<file path="config.mk">
export PLATFORM = sky130hd
export DESIGN_NAME = expression_token_lexer_flat
export DESIGN_NICKNAME = d
export VERILOG_FILES = /design/src/hw/rtl/etl_pkg.sv /design/src/hw/rtl/etl_if.sv /design/src/hw/rtl/etl_front.sv /design/src/hw/rtl/etl_queue.sv /design/src/hw/rtl/etl_back.sv /design/src/hw/rtl/expression_token_lexer.sv /design/src/flat_wrapper.sv
export SDC_FILE = /design/constraint.sdc
export NUM_CORES = 1
export LEC_CHECK = 0
export BUFFER_PORTS_ARGS = -buffer_cell sky130_fd_sc_hd__clkbuf_2
export CAP_MARGIN = 0
export CORE_ASPECT_RATIO = 1.5
export CORE_UTILIZATION = 25
export DETAILED_ROUTE_END_ITERATION = 7
export HOLD_SLACK_MARGIN = 0.05
export PLACE_DENSITY = 0.42
export SETUP_SLACK_MARGIN = 0.4
export SLEW_MARGIN = 20
export SYNTH_ARGS = -nofsm -noshare
export SYNTH_HDL_FRONTEND = slang
export SYNTH_SLANG_ARGS = --single-unit
export TNS_END_PERCENT = 100
</file>
<file path="constraint.sdc">
create_clock -name clk_i -period 15.4 [get_ports clk_i]
set_clock_uncertainty 0.15 [all_clocks]
set_input_delay 3.85 -clock clk_i [delete_from_list [all_inputs] [get_ports clk_i]]
set_output_delay 3.85 -clock clk_i [all_outputs]
set_load 0.02 [all_outputs]
</file>
<file path="src/hw/rtl/etl_pkg.sv">
package etl_pkg;

  localparam int unsigned TokW   = 13;
  localparam int unsigned MaxRes = 4;
  localparam int unsigned SlotW  = 2;
  localparam int unsigned CntW   = 3;

  localparam logic [7:0] ChZero   = 8'h30;
  localparam logic [7:0] ChNine   = 8'h39;
  localparam logic [7:0] ChDot    = 8'h2e;
  localparam logic [7:0] ChLowA   = 8'h61;
  localparam logic [7:0] ChLowZ   = 8'h7a;
  localparam logic [7:0] ChLparen = 8'h28;
  localparam logic [7:0] ChRparen = 8'h29;
  localparam logic [7:0] ChPlus   = 8'h2b;
  localparam logic [7:0] ChMinus  = 8'h2d;
  localparam logic [7:0] ChStar   = 8'h2a;
  localparam logic [7:0] ChSlash  = 8'h2f;
  localparam logic [7:0] ChCaret  = 8'h5e;
  localparam logic [7:0] ChSpace  = 8'h20;

  localparam logic [7:0] SqrtText [4] = '{8'h73, 8'h71, 8'h72, 8'h74};
  localparam logic [CntW-1:0] SqrtLen = 3'd4;

  typedef enum logic [3:0] {
    TkNumber = 4'd0,
    TkSqrt   = 4'd1,
    TkLparen = 4'd2,
    TkRparen = 4'd3,
    TkPlus   = 4'd4,
    TkMinus  = 4'd5,
    TkMul    = 4'd6,
    TkDiv    = 4'd7,
    TkPower  = 4'd8,
    TkEnd    = 4'd9,
    TkError  = 4'd10
  } token_kind_e;

  typedef enum logic [1:0] {
    ErrNone   = 2'd0,
    ErrIdent  = 2'd1,
    ErrSymbol = 2'd2,
    ErrLong   = 2'd3
  } err_kind_e;

  typedef struct packed {
    token_kind_e     kind;
    logic [TokW-1:0] start;
    logic [TokW-1:0] length;
    err_kind_e       err;
  } result_t;

  typedef struct packed {
    result_t [MaxRes-1:0] res;
    logic [CntW-1:0]      count;
  } bundle_t;

endpackage

</file>
<file path="src/hw/rtl/etl_if.sv">
interface etl_char_if;
  logic       valid;
  logic       ready;
  logic [7:0] char_code;
  logic       char_present;
  logic       expr_end;

  modport source (output valid, char_code, char_present, expr_end, input ready);
  modport sink (input valid, char_code, char_present, expr_end, output ready);
endinterface

interface etl_token_if import etl_pkg::*; ();
  logic            valid;
  logic            ready;
  logic [3:0]      token_kind;
  logic [TokW-1:0] token_start;
  logic [TokW-1:0] token_length;
  logic [1:0]      error_kind;
  logic            last_of_item;

  modport source (output valid, token_kind, token_start, token_length, error_kind,
                  last_of_item, input ready);
  modport sink (input valid, token_kind, token_start, token_length, error_kind,
                last_of_item, output ready);
endinterface

</file>
<file path="src/hw/rtl/etl_front.sv">
module etl_front import etl_pkg::*; #(
  parameter int unsigned MaxLen = 4096
) (
  input  logic       clk_i,
  input  logic       rst_ni,
  etl_char_if.sink   chars_i,
  input  logic       full_i,
  output logic       push_o,
  output bundle_t    bundle_o
);

  localparam int unsigned PosW = $clog2(MaxLen + 1);

  logic [PosW-1:0] pos_q, pos_d;
  logic            in_num_q, in_num_d;
  logic [PosW-1:0] num_start_q, num_start_d;
  logic            in_word_q, in_word_d;
  logic [PosW-1:0] word_start_q, word_start_d;
  logic [CntW-1:0] match_q, match_d;
  logic            mismatch_q, mismatch_d;
  logic            discard_q, discard_d;
  logic            accept;

  function automatic result_t mk_res(token_kind_e kind, logic [PosW-1:0] start,
                                     logic [PosW-1:0] length, err_kind_e err);
    result_t r;
    r.kind   = kind;
    r.start  = TokW'(start);
    r.length = TokW'(length);
    r.err    = err;
    return r;
  endfunction

  assign chars_i.ready = !full_i;
  assign accept        = chars_i.valid && !full_i;

  always_comb begin
    logic [7:0]      c;
    logic            digit;
    logic            alpha;
    logic            err;
    logic            is_tok;
    logic            done;
    token_kind_e     kind;
    logic [CntW-1:0] n;
    logic [PosW-1:0] pos;

    c            = chars_i.char_code;
    digit        = ((c >= ChZero) && (c <= ChNine)) || (c == ChDot);
    alpha        = (c >= ChLowA) && (c <= ChLowZ);
    err          = 1'b0;
    is_tok       = 1'b1;
    done         = 1'b0;
    kind         = TkNumber;
    n            = '0;
    pos          = pos_q;
    pos_d        = pos_q;
    in_num_d     = in_num_q;
    num_start_d  = num_start_q;
    in_word_d    = in_word_q;
    word_start_d = word_start_q;
    match_d      = match_q;
    mismatch_d   = mismatch_q;
    discard_d    = discard_q;
    bundle_o     = '0;

    if (discard_q) begin
      done = chars_i.expr_end;
    end else begin
      if (chars_i.char_present) begin
        if (pos >= PosW'(MaxLen)) begin
          bundle_o.res[n[SlotW-1:0]] = mk_res(TkError, pos, '0, ErrLong);
          n   = n + 1'b1;
          err = 1'b1;
        end else begin
          pos_d = pos + 1'b1;
          if (digit || alpha) begin
            if (digit && !in_num_d) begin
              in_num_d    = 1'b1;
              num_start_d = pos;
            end
            if (alpha && !in_word_d) begin
              in_word_d    = 1'b1;
              word_start_d = pos;
              match_d      = '0;
              mismatch_d   = 1'b0;
            end
            if (in_word_d) begin
              if (match_d < SqrtLen && c == SqrtText[match_d[1:0]]) begin
                match_d = match_d + 1'b1;
              end else begin
                mismatch_d = 1'b1;
              end
            end
          end else begin
            if (in_num_d) begin
              bundle_o.res[n[SlotW-1:0]] =
                mk_res(TkNumber, num_start_d, pos - num_start_d, ErrNone);
              n        = n + 1'b1;
              in_num_d = 1'b0;
            end
            if (in_word_d) begin
              in_word_d = 1'b0;
              if (!mismatch_d && match_d == SqrtLen) begin
                bundle_o.res[n[SlotW-1:0]] =
                  mk_res(TkSqrt, word_start_d, pos - word_start_d, ErrNone);
              end else begin
                bundle_o.res[n[SlotW-1:0]] = mk_res(TkError, word_start_d, '0, ErrIdent);
                err = 1'b1;
              end
              n = n + 1'b1;
            end
            if (!err) begin
              case (c)
                ChLparen: kind = TkLparen;
                ChRparen: kind = TkRparen;
                ChPlus:   kind = TkPlus;
                ChMinus:  kind = TkMinus;
                ChStar:   kind = TkMul;
                ChSlash:  kind = TkDiv;
                ChCaret:  kind = TkPower;
                ChSpace:  is_tok = 1'b0;
                default: begin
                  bundle_o.res[n[SlotW-1:0]] = mk_res(TkError, pos, '0, ErrSymbol);
                  n   = n + 1'b1;
                  err = 1'b1;
                end
              endcase
              if (!err && is_tok) begin
                bundle_o.res[n[SlotW-1:0]] = mk_res(kind, pos, PosW'(1), ErrNone);
                n = n + 1'b1;
              end
            end
          end
        end
      end

      if (chars_i.expr_end && !err) begin
        if (in_num_d) begin
          bundle_o.res[n[SlotW-1:0]] =
            mk_res(TkNumber, num_start_d, pos_d - num_start_d, ErrNone);
          n        = n + 1'b1;
          in_num_d = 1'b0;
        end
        if (in_word_d) begin
          in_word_d = 1'b0;
          if (!mismatch_d && match_d == SqrtLen) begin
            bundle_o.res[n[SlotW-1:0]] =
              mk_res(TkSqrt, word_start_d, pos_d - word_start_d, ErrNone);
          end else begin
            bundle_o.res[n[SlotW-1:0]] = mk_res(TkError, word_start_d, '0, ErrIdent);
            err = 1'b1;
          end
          n = n + 1'b1;
        end
        if (!err) begin
          bundle_o.res[n[SlotW-1:0]] = mk_res(TkEnd, pos_d, '0, ErrNone);
          n    = n + 1'b1;
          done = 1'b1;
        end
      end

      if (err) begin
        if (chars_i.expr_end) begin
          done = 1'b1;
        end else begin
          discard_d = 1'b1;
        end
      end
    end

    if (done) begin
      pos_d        = '0;
      in_num_d     = 1'b0;
      num_start_d  = '0;
      in_word_d    = 1'b0;
      word_start_d = '0;
      match_d      = '0;
      mismatch_d   = 1'b0;
      discard_d    = 1'b0;
    end

    bundle_o.count = n;
  end

  assign push_o = accept && (bundle_o.count != '0);

  always_ff @(posedge clk_i or negedge rst_ni) begin
    if (!rst_ni) begin
      pos_q        <= '0;
      in_num_q     <= 1'b0;
      num_start_q  <= '0;
      in_word_q    <= 1'b0;
      word_start_q <= '0;
      match_q      <= '0;
      mismatch_q   <= 1'b0;
      discard_q    <= 1'b0;
    end else if (accept) begin
      pos_q        <= pos_d;
      in_num_q     <= in_num_d;
      num_start_q  <= num_start_d;
      in_word_q    <= in_word_d;
      word_start_q <= word_start_d;
      match_q      <= match_d;
      mismatch_q   <= mismatch_d;
      discard_q    <= discard_d;
    end
  end

endmodule

</file>
<file path="src/hw/rtl/etl_queue.sv">
module etl_queue import etl_pkg::*; (
  input  logic    clk_i,
  input  logic    rst_ni,
  input  logic    push_i,
  input  bundle_t bundle_i,
  input  logic    pop_i,
  output logic    full_o,
  output logic    valid_o,
  output bundle_t head_o
);

  bundle_t    mem_q [2];
  logic       wr_ptr_q, wr_ptr_d;
  logic       rd_ptr_q, rd_ptr_d;
  logic [1:0] cnt_q, cnt_d;

  assign full_o  = cnt_q == 2'd2;
  assign valid_o = cnt_q != 2'd0;
  assign head_o  = mem_q[rd_ptr_q];

  always_comb begin
    wr_ptr_d = push_i ? !wr_ptr_q : wr_ptr_q;
    rd_ptr_d = pop_i ? !rd_ptr_q : rd_ptr_q;
    cnt_d    = cnt_q + {1'b0, push_i} - {1'b0, pop_i};
  end

  always_ff @(posedge clk_i) begin
    if (push_i) begin
      mem_q[wr_ptr_q] <= bundle_i;
    end
  end

  always_ff @(posedge clk_i or negedge rst_ni) begin
    if (!rst_ni) begin
      wr_ptr_q <= 1'b0;
      rd_ptr_q <= 1'b0;
      cnt_q    <= 2'd0;
    end else begin
      wr_ptr_q <= wr_ptr_d;
      rd_ptr_q <= rd_ptr_d;
      cnt_q    <= cnt_d;
    end
  end

endmodule

</file>
<file path="src/hw/rtl/etl_back.sv">
module etl_back import etl_pkg::*; (
  input  logic        clk_i,
  input  logic        rst_ni,
  input  logic        valid_i,
  input  bundle_t     head_i,
  output logic        pop_o,
  etl_token_if.source tokens_o
);

  logic [SlotW-1:0] idx_q, idx_d;
  logic             out_valid_q, out_valid_d;
  result_t          out_res_q;
  logic             out_last_q;
  logic             load;
  logic             last;

  assign load = !out_valid_q || tokens_o.ready;
  assign last = ({1'b0, idx_q} + 1'b1) == head_i.count;
  assign pop_o = load && valid_i && last;

  always_comb begin
    idx_d       = idx_q;
    out_valid_d = out_valid_q;
    if (load) begin
      out_valid_d = valid_i;
      if (valid_i) begin
        idx_d = last ? '0 : idx_q + 1'b1;
      end
    end
  end

  always_ff @(posedge clk_i) begin
    if (load && valid_i) begin
      out_res_q  <= head_i.res[idx_q];
      out_last_q <= last;
    end
  end

  always_ff @(posedge clk_i or negedge rst_ni) begin
    if (!rst_ni) begin
      idx_q       <= '0;
      out_valid_q <= 1'b0;
    end else begin
      idx_q       <= idx_d;
      out_valid_q <= out_valid_d;
    end
  end

  assign tokens_o.valid        = out_valid_q;
  assign tokens_o.token_kind   = out_res_q.kind;
  assign tokens_o.token_start  = out_res_q.start;
  assign tokens_o.token_length = out_res_q.length;
  assign tokens_o.error_kind   = out_res_q.err;
  assign tokens_o.last_of_item = out_last_q;

endmodule

</file>
<file path="src/hw/rtl/expression_token_lexer.sv">
// Channel    Dir  Payload                                                  Moves when
// chars_i    in   char_code[8] char_present expr_end                       valid & ready
// tokens_o   out  kind[4] start[13] length[13] error_kind[2] last_of_item  valid & ready
//
// One character enters per cycle while the queue has room; each produces zero to four tokens,
// drained one per cycle while tokens_o is ready. The front stage classifies combinationally
// and registers run state, then a 2-entry queue holds the token group until the output
// serializer emits it through a registered stage; throughput is set by token count.
// Reset is asynchronous and clears position, run and discard state; no clearing pass.
// chars_i stalls only when the queue is full; tokens_o stalls hold the output register.
module expression_token_lexer import etl_pkg::*; #(
  parameter int unsigned MaxLen = 4096
) (
  input  logic        clk_i,
  input  logic        rst_ni,
  etl_char_if.sink    chars_i,
  etl_token_if.source tokens_o
);

  logic    q_push;
  logic    q_pop;
  logic    q_full;
  logic    q_valid;
  bundle_t q_in;
  bundle_t q_head;

  etl_front #(.MaxLen(MaxLen)) u_front (
    .clk_i    (clk_i),
    .rst_ni   (rst_ni),
    .chars_i  (chars_i),
    .full_i   (q_full),
    .push_o   (q_push),
    .bundle_o (q_in)
  );

  etl_queue u_queue (
    .clk_i    (clk_i),
    .rst_ni   (rst_ni),
    .push_i   (q_push),
    .bundle_i (q_in),
    .pop_i    (q_pop),
    .full_o   (q_full),
    .valid_o  (q_valid),
    .head_o   (q_head)
  );

  etl_back u_back (
    .clk_i    (clk_i),
    .rst_ni   (rst_ni),
    .valid_i  (q_valid),
    .head_i   (q_head),
    .pop_o    (q_pop),
    .tokens_o (tokens_o)
  );

  a_no_push_full: assert property (@(posedge clk_i) disable iff (!rst_ni)
    q_push |-> !q_full)
    else $error("token group pushed into full queue");

  a_head_count: assert property (@(posedge clk_i) disable iff (!rst_ni)
    q_valid |-> (q_head.count != '0) && (q_head.count <= CntW'(MaxRes)))
    else $error("queued token group has bad count");

  a_end_last: assert property (@(posedge clk_i) disable iff (!rst_ni)
    (tokens_o.valid && tokens_o.token_kind == TkEnd) |-> tokens_o.last_of_item)
    else $error("end token not last of its transaction");

  a_err_consistent: assert property (@(posedge clk_i) disable iff (!rst_ni)
    tokens_o.valid |-> ((tokens_o.token_kind == TkError) == (tokens_o.error_kind != ErrNone)))
    else $error("error kind does not match token kind");

endmodule
</file>
<file path="src/flat_wrapper.sv">
// flat-port wrapper written by rule: the top's interface ports become plain ports
module expression_token_lexer_flat import etl_pkg::*;
#(
  parameter int unsigned MaxLen = 4096
)
  (clk_i, rst_ni, chars_i_valid, chars_i_char_code, chars_i_char_present, chars_i_expr_end, chars_i_ready, tokens_o_valid, tokens_o_token_kind, tokens_o_token_start, tokens_o_token_length, tokens_o_error_kind, tokens_o_last_of_item, tokens_o_ready);
  etl_char_if chars_i_i ();
  etl_token_if tokens_o_i ();
  input  logic clk_i;
  input  logic rst_ni;
  input wire logic [$bits(chars_i_i.valid)-1:0] chars_i_valid;
  input wire logic [$bits(chars_i_i.char_code)-1:0] chars_i_char_code;
  input wire logic [$bits(chars_i_i.char_present)-1:0] chars_i_char_present;
  input wire logic [$bits(chars_i_i.expr_end)-1:0] chars_i_expr_end;
  output wire logic [$bits(chars_i_i.ready)-1:0] chars_i_ready;
  output wire logic [$bits(tokens_o_i.valid)-1:0] tokens_o_valid;
  output wire logic [$bits(tokens_o_i.token_kind)-1:0] tokens_o_token_kind;
  output wire logic [$bits(tokens_o_i.token_start)-1:0] tokens_o_token_start;
  output wire logic [$bits(tokens_o_i.token_length)-1:0] tokens_o_token_length;
  output wire logic [$bits(tokens_o_i.error_kind)-1:0] tokens_o_error_kind;
  output wire logic [$bits(tokens_o_i.last_of_item)-1:0] tokens_o_last_of_item;
  input wire logic [$bits(tokens_o_i.ready)-1:0] tokens_o_ready;
  assign chars_i_i.valid = chars_i_valid;
  assign chars_i_i.char_code = chars_i_char_code;
  assign chars_i_i.char_present = chars_i_char_present;
  assign chars_i_i.expr_end = chars_i_expr_end;
  assign chars_i_ready = chars_i_i.ready;
  assign tokens_o_valid = tokens_o_i.valid;
  assign tokens_o_token_kind = tokens_o_i.token_kind;
  assign tokens_o_token_start = tokens_o_i.token_start;
  assign tokens_o_token_length = tokens_o_i.token_length;
  assign tokens_o_error_kind = tokens_o_i.error_kind;
  assign tokens_o_last_of_item = tokens_o_i.last_of_item;
  assign tokens_o_i.ready = tokens_o_ready;
  expression_token_lexer #(.MaxLen(MaxLen)) u_core (.clk_i(clk_i), .rst_ni(rst_ni), .chars_i(chars_i_i), .tokens_o(tokens_o_i));
endmodule
</file>
==> results of run 1 <==
-- final cells by class --
class	count	share of cell area, %
Clock inverter	26	1.20
Sequential cell	348	42.4
Tap cell	1122	5.83
Timing Repair Buffer	97	2.53
Inverter	59	0.920
Multi-Input combinational cell	1453	43.3
Clock buffer	39	3.88
-- registers in the layout, indices dropped and copies added (netlist names), 2 cells and up --
register	count
u_core.u_queue.mem_q	262
u_core.u_queue.cnt_q	2
u_core.u_front.pos_q	13
u_core.u_front.num_start_q	13
u_core.u_back.tokens_o.token_kind	4
u_core.u_front.match_q	3
u_core.u_back.tokens_o.token_start	13
u_core.u_back.tokens_o.error_kind	2
u_core.u_front.word_start_q	13
u_core.u_back.idx_q	2
u_core.u_back.tokens_o.token_length	13
-- routing by layer --
metal / vias to the layer above / routed length (um) / GRT usage [%]
li1: 7670 / - / -
met1: 8389 / 32200 / 22.7
met2: 647 / 39500 / 31.1
met3: 164 / 4160 / 1.98
met4: 0 / 3290 / 7.79
met5: - / 0 / 0
-- worst max-delay path by stage --
stage	to	slack (ns)
global route	u_core.u_queue.mem_q[0][58]$_DFFE_PP_	3.81
floorplan	u_core.u_queue.mem_q[1][0]$_DFFE_PP_	3.58
global placement	u_core.u_queue.mem_q[0][54]$_DFFE_PP_	3.91
finish	u_core.u_queue.mem_q[0][58]$_DFFE_PP_	4.27
detailed placement	u_core.u_queue.mem_q[0][22]$_DFFE_PP_	3.79
CTS	u_core.u_queue.mem_q[0][22]$_DFFE_PP_	4.36
-- cell usage in the layout, fill, tap and decap left out, types with 12 or more instances in the layout --
cell,Yosys,final
edfxtp_1,295,295
nand2_1,157,157
xnor2_1,40,40
a21o_1,17,17
inv_1,57,56
o211ai_1,21,21
or3_1,15,15
dfrtp_1,53,49
clkbuf_2,0,48
clkbuf_16,0,37
a31oi_1,18,18
a21oi_1,172,170
nand3_1,36,36
xor2_1,22,22
o22ai_1,19,19
mux2_2,33,33
a211oi_1,59,58
ha_1,73,73
mux2i_1,27,27
nor3_1,59,58
a22o_1,16,16
a311oi_1,17,17
nand4_1,12,12
a22oi_1,48,48
nor2_1,168,168
o21ai_0,166,165
o211a_1,14,14
mux4_2,64,64
buf_4,3,49
-- per-stage QoR --
stage	instance area (um2)	power, mW	util (%)
global placement	22800	2.39	27.2
floorplan	21300	2.02	-
CTS	24100	3.34	28.6
global route	24100	3.44	28.6
detailed placement	22800	2.40	27.2
finish	24100	3.28	28.6
-- critical path: cells and delay by family --
kind | cells | cell delay (ns)
fa+ha+maj | 1 | 0.24
simple gates | 6 | 2.69
buf+inv | 2 | 0.99
compound gates | 7 | 3.10
xor+xnor | 1 | 0.09
-- cell families after synthesis --
kind of cell,count (synthesis),synth area share [%]
AO/OA/AOI/OAI,656,19.7
AND/OR/NAND/NOR,533,11.6
flip-flops,348,47.7
buffers and inverters,210,3.90
multiplexers,125,9.82
adder cells (fa/ha/maj),77,4.65
XOR/XNOR,62,2.54
-- where the power goes --
| part | internal [mW] | switching [mW] | leakage, nW |
|---|---|---|---|
| registers | 1.22 | 0.0946 | 3.47 |
| logic | 0.384 | 0.652 | 3.85 |
| clock network | 0.530 | 0.396 | 0.590 |
| total | 2.13 | 1.14 | 7.91 |
==> reports/qor.txt, run 1 <==
Status: complete, no violations
Cell taking the most area after synthesis: edfxtp_1
Routed WL: 79200 um
CP most frequent cell: a2111oi_0
Synth top area cells: edfxtp_1, mux4_2, dfrtp_1
Period utilisation layout: 72.3%
CP Max Fanout: 68
Hold slack final: 0.355 ns
Prevailing post-synth register cell: edfxtp_1
Detailed-route via count: 16900
Critical path class: primary input to flip-flop
Pre-CTS worst setup slack: 3.79 ns
Ys async rst share: 15.2%
Post-CTS Hold Fix Bufs: 0
Synth top cells by count: edfxtp_1, a21oi_1, nor2_1, o21ai_0, nand2_1
YS warnings: 0
Crit path required time: 15.43 ns
Worst Hold Depth: 2
Max_slew headroom: 18.4%
Largest net degree at the start of global routing: 85
Crit path cell chain: clkbuf_2, or4_4, o22a_1, nand2_1, and2_1, ha_1, xor2_1, or4b_1, a2111oi_0, a2111oi_0, a31oi_1, and3_1, o211a_1, a22oi_2, nor2_1, o311a_4, buf_4
Yosys cell types: 84
Total of max-cap violations: 0
Initial antenna violation count: 0
Fraction of layout cells with a size suffix above 1: 14.1%
Congestion Overflow GR: 0
Seq cells post-synth: 348
Startpoint types: primary input
Post-CTS setup buffers: 0
Root buffer cell: clkbuf_16
Synthesized instance count: 2011
Chip Width: 241 um
Hold Path Sink: u_core.u_front.word_start_q[9]$_DFFE_PN0P_
Post-synth top area share: 41.5%
H-tree levels: 2
R2r startpoint: u_core.u_front.in_num_q$_DFFE_PN0P_
Setup crit start: chars_i_char_code[0]
Clk Latency, worst-skew pair: 0.57 ns
HPWL after DPL: 57500 um
Post-route setup slack: 4.27 ns
Die ar.: 86600 um2
Finished Layout Cells: 3144
Synth Area per Inst: 10.6 um2
RSZ-0062 raised after global routing: false
Rows: 130
Number of port buffers: 48
Slew Limit Fails: 0
R2r endpoint: u_core.u_queue.mem_q[0][58]$_DFFE_PP_
Most numerous cell in the Yosys netlist: edfxtp_1
ANT cells: 0
CP max stage delay: 0.85 ns
Max Buffers Root-to-Sink: 3
Vias/cell: 5.37
Tightest Hold Check Type: flip-flop to flip-flop
Leakage: 7.91 nW
Sink Count: 348
Synth Cell Area: 21300 um2
Reg clk slew, reported paths: 0.07 ns
Core ar.: 84100 um2
Register area share after synthesis: 47.7%
TritonRoute pass-1 iters: 6
Fillers: 8702
Final Hold Vio Count: 0
Initial core utilization: 25.4%
Area Growth Syn to Fin: 12.7%
GRT Total Usage: 18.1%
Routed len/inst: 25.2 um
Endpoints failing setup: 0
Die H: 360 um
IO Count: 49
Residual DRC: 0
Max Freq: 0.0899 GHz
Minimum clock period: 11.13 ns
Remaining antenna violation count: 0
Setup TNS: 0 ns
CP max-delay cell: o311a_4
FF-to-FF path depth: 19
CTS tree: yes
Synthesized Nets: 2102
EDFF count, synth: 295
Multi-input logic area: 10400 um2
CP Data Arrival Time: 11.16 ns
Global-route wire length before repair: 116000 um
Hold_sp: u_core.u_front.word_start_q[9]$_DFFE_PN0P_
Initial DRC Count: 1560
Cts repair resizes: 0
Routability cong.: 0.925
Slew @ Worst Pin: 1.22 ns
Vias in the first global route: 16700
PD cells: 136 nW/um2
Critical Path End Type: flip-flop
Cts bufs inserted: 37
Register Area: 10200 um2
Final #Nets: 2087
Peak supply drop: 0.0000598 V
Post-Place Cells: 3079
Worst reg-to-reg setup slack: 7.25 ns
Note: power is estimated with default switching activity, not from simulation.
==> run 2: changes to the inputs <==
--- a/config.mk
+++ b/config.mk
@@ -11,7 +11,7 @@
 export CORE_UTILIZATION = 25
 export DETAILED_ROUTE_END_ITERATION = 7
 export HOLD_SLACK_MARGIN = 0.05
-export PLACE_DENSITY = 0.42
+export PLACE_DENSITY = 0.43
 export SETUP_SLACK_MARGIN = 0.4
 export SLEW_MARGIN = 20
 export SYNTH_ARGS = -nofsm -noshare
==> constraint.sdc (replaced) <==
create_clock -name clk_i -period 9.2 [get_ports clk_i]
set_clock_uncertainty 0.15 [all_clocks]
set_input_delay 2.3 -clock clk_i [delete_from_list [all_inputs] [get_ports clk_i]]
set_output_delay 2.3 -clock clk_i [all_outputs]
set_load 0.02 [all_outputs]
==> run 2 against run 1 <==
Hold slack worse by 0.0020 ns. Clock power increased by 60%. Sequential power increased by 67%. Clock-buffer cell count increased by 7. Utilization is 0.23 points higher. First-iteration DRC count decreased by 5.8%. Power rose by 66%. Flip-flop and latch count unchanged. Design area increased by 0.81%. Worst setup slack got worse by 3.3 ns. Critical path type unchanged.
==> reports/qor.txt, run 2 (synthesis gave the netlist of run 1 again) <==
RSZ-0062 raised after global routing: false
Largest Register: u_core.u_queue.mem_q
Die H: 360 um
Number of port buffers: 48
Clk Latency, worst-skew pair: 0.56 ns
Most frequent cells in the layout: edfxtp_1, a21oi_1, nor2_1
Peak supply drop: 0.000129 V
Core ar.: 84100 um2
Clock power share: 27.2%
Residual DRC: 0
Routed WL: 80500 um
Max FFs per register: 262
Initial DRC Count: 1469
Congestion Overflow GR: 0
Tightest Hold Check Type: flip-flop to flip-flop
Initial antenna violation count: 0
Sink Count: 348
Root buffer cell: clkbuf_16
Max Freq: 0.121 GHz
CP max stage delay: 0.68 ns
Crit path buffers/inverters: 2
Vias in the first global route: 17200
CP Max Fanout: 52
Most common cell after layout, fill and taps aside: edfxtp_1
Area Growth Syn to Fin: 13.6%
Final Instance Area: 24300 um2
Endpoints failing setup: 0
Delay-heaviest family, CP: compound AO/OA/AOI/OAI gates
Die ar.: 86600 um2
Max Buffers Root-to-Sink: 3
Combinational share of power: 32.1%
Global-route wire length before repair: 118000 um
Post-place instance area: 23100 um2
Critical path class: primary input to flip-flop
IO Count: 49
Cts bufs inserted: 36
ANT cells: 0
Detailed-route via count: 17200
Crit path cell chain: clkbuf_2, or4_4, nor3_1, nor3_1, xnor2_1, ha_1, a21oi_1, o21ai_0, a21o_1, ha_1, o21ai_0, ha_1, nand2b_1, o21a_1, ha_1, mux2i_2, a2111oi_4, o311a_4, buf_12
Cts repair resizes: 0
H-tree levels: 2
Remaining antenna violation count: 0
Status: complete, no violations
HPWL after DPL: 58100 um
Final #Nets: 2117
Startpoint types: primary input
Final Hold Vio Count: 0
Leakage: 8.02 nW
CP max-delay cell: o311a_4
Post-CTS setup buffers: 0
CP most frequent cell: ha_1
Reg power frac: 40.7%
Routed len/inst: 25.4 um
TritonRoute pass-1 iters: 5
Crit path required time: 9.27 ns
Initial core utilization: 25.4%
Net Sw Frac: 34.7%
PD cells: 224 nW/um2
CTS tree: yes
Psw: 1.88 mW
Fraction of layout cells with a size suffix above 1: 15.0%
Critical Path End Type: flip-flop
Setup TNS: 0 ns
Fillers: 8683
GRT Total Usage: 18.5%
Minimum clock period: 8.25 ns
Slew @ Worst Pin: 1.19 ns
Slew Limit Fails: 0
Routability cong.: 0.925
Rows: 130
Reg clk slew, reported paths: 0.07 ns
Chip Width: 241 um
Period utilisation layout: 89.7%
Vias/cell: 5.40
CP Data Arrival Time: 8.32 ns
Total of max-cap violations: 0
Post-CTS Hold Fix Bufs: 0
Max_slew headroom: 20.5%
Largest net degree at the start of global routing: 79
Cell Int Power: 3.55 mW
[run 2: cell types whose count changed in the layout (fill, tap and decap cells not counted), moves of 2 or more]
cell      delta
a21oi_2      -2
clkinv_2     +3
a21oi_4      +2
clkbuf_1     +8
clkinv_4     -3
buf_4       +29
buf_12       +2
inv_6        -5
[run 2: path summary, 6_finish.rpt]
| kind | from | end | slack [ns] | depth (start not counted) |
|---|---|---|---|---|
| max | chars_i_char_code[0] | u_core.u_queue.mem_q[0][21]$_DFFE_PP_ | 0.95 | 19 |
| min | u_core.u_front.word_start_q[9]$_DFFE_PN0P_ | u_core.u_front.word_start_q[9]$_DFFE_PN0P_ | 0.35 | 2 |
| max reg2reg | u_core.u_front.in_word_q$_DFFE_PN0P_ | u_core.u_queue.mem_q[0][21]$_DFFE_PP_ | 2.49 | 18 |
| min reg2reg | u_core.u_front.word_start_q[9]$_DFFE_PN0P_ | u_core.u_front.word_start_q[9]$_DFFE_PN0P_ | 0.35 | 2 |
| max in group asynchronous | rst_ni | u_core.u_queue.rd_ptr_q$_DFFE_PN0P_ | 6.55 | 2 |
| min in group asynchronous | rst_ni | u_core.u_back.tokens_o.valid$_DFFE_PN0N_ | 1.74 | 2 |
[run 2: stage by stage]
stage                     setup WS (ns)  utilization (%)  std cells  hold WS, ns  power (mW)
after floorplan                   0.396                -       2011        0.314        3.37
after detailed placement          0.380             27.5       3110        0.333        4.02
after global routing              0.508             28.8       3175        0.396        5.70
after global placement            0.471             27.5       3110        0.332        4.00
after CTS                         0.954             28.8       3175        0.355        5.53
final                             0.949             28.8       3175        0.353        5.43
[run 2: power groups by stage]
stage               Combinational (mW)  Sequential [mW]  Clock, mW
global route                      1.88             2.24       1.57
global placement                  1.76             2.24          0
finish                            1.74             2.21       1.48
CTS                               1.78             2.22       1.53
floorplan                         1.13             2.24          0
detailed placement                1.77             2.25          0
[run 2: area by class of cell]
class | count | area, um2 | share of cell area, %
repair buffers | 128 | 866 | 3.57
multi-input cells | 1453 | 10400 | 43.0
clock buffers | 46 | 938 | 3.87
clock inverters | 19 | 209 | 0.862
inverters | 59 | 221 | 0.913
flip-flops and latches | 348 | 10200 | 42.0
well taps | 1122 | 1400 | 5.79
[run 2: tightest hold or removal path: cells and delay by family (launching register included)]
family / cells / cell delay (ns)
flops: 1 / 0.36
compound gates: 1 / 0.06
simple gates: 1 / 0.05
[run 2: per-layer routing]
layer  routed length [um]  vias up  GRT usage [%]
li1                     -     7728              -
met1                33200     8624           23.2
met2                40400      635           32.0
met3                 3740      163           1.93
met4                 3230        0           7.68
met5                    0        -              0
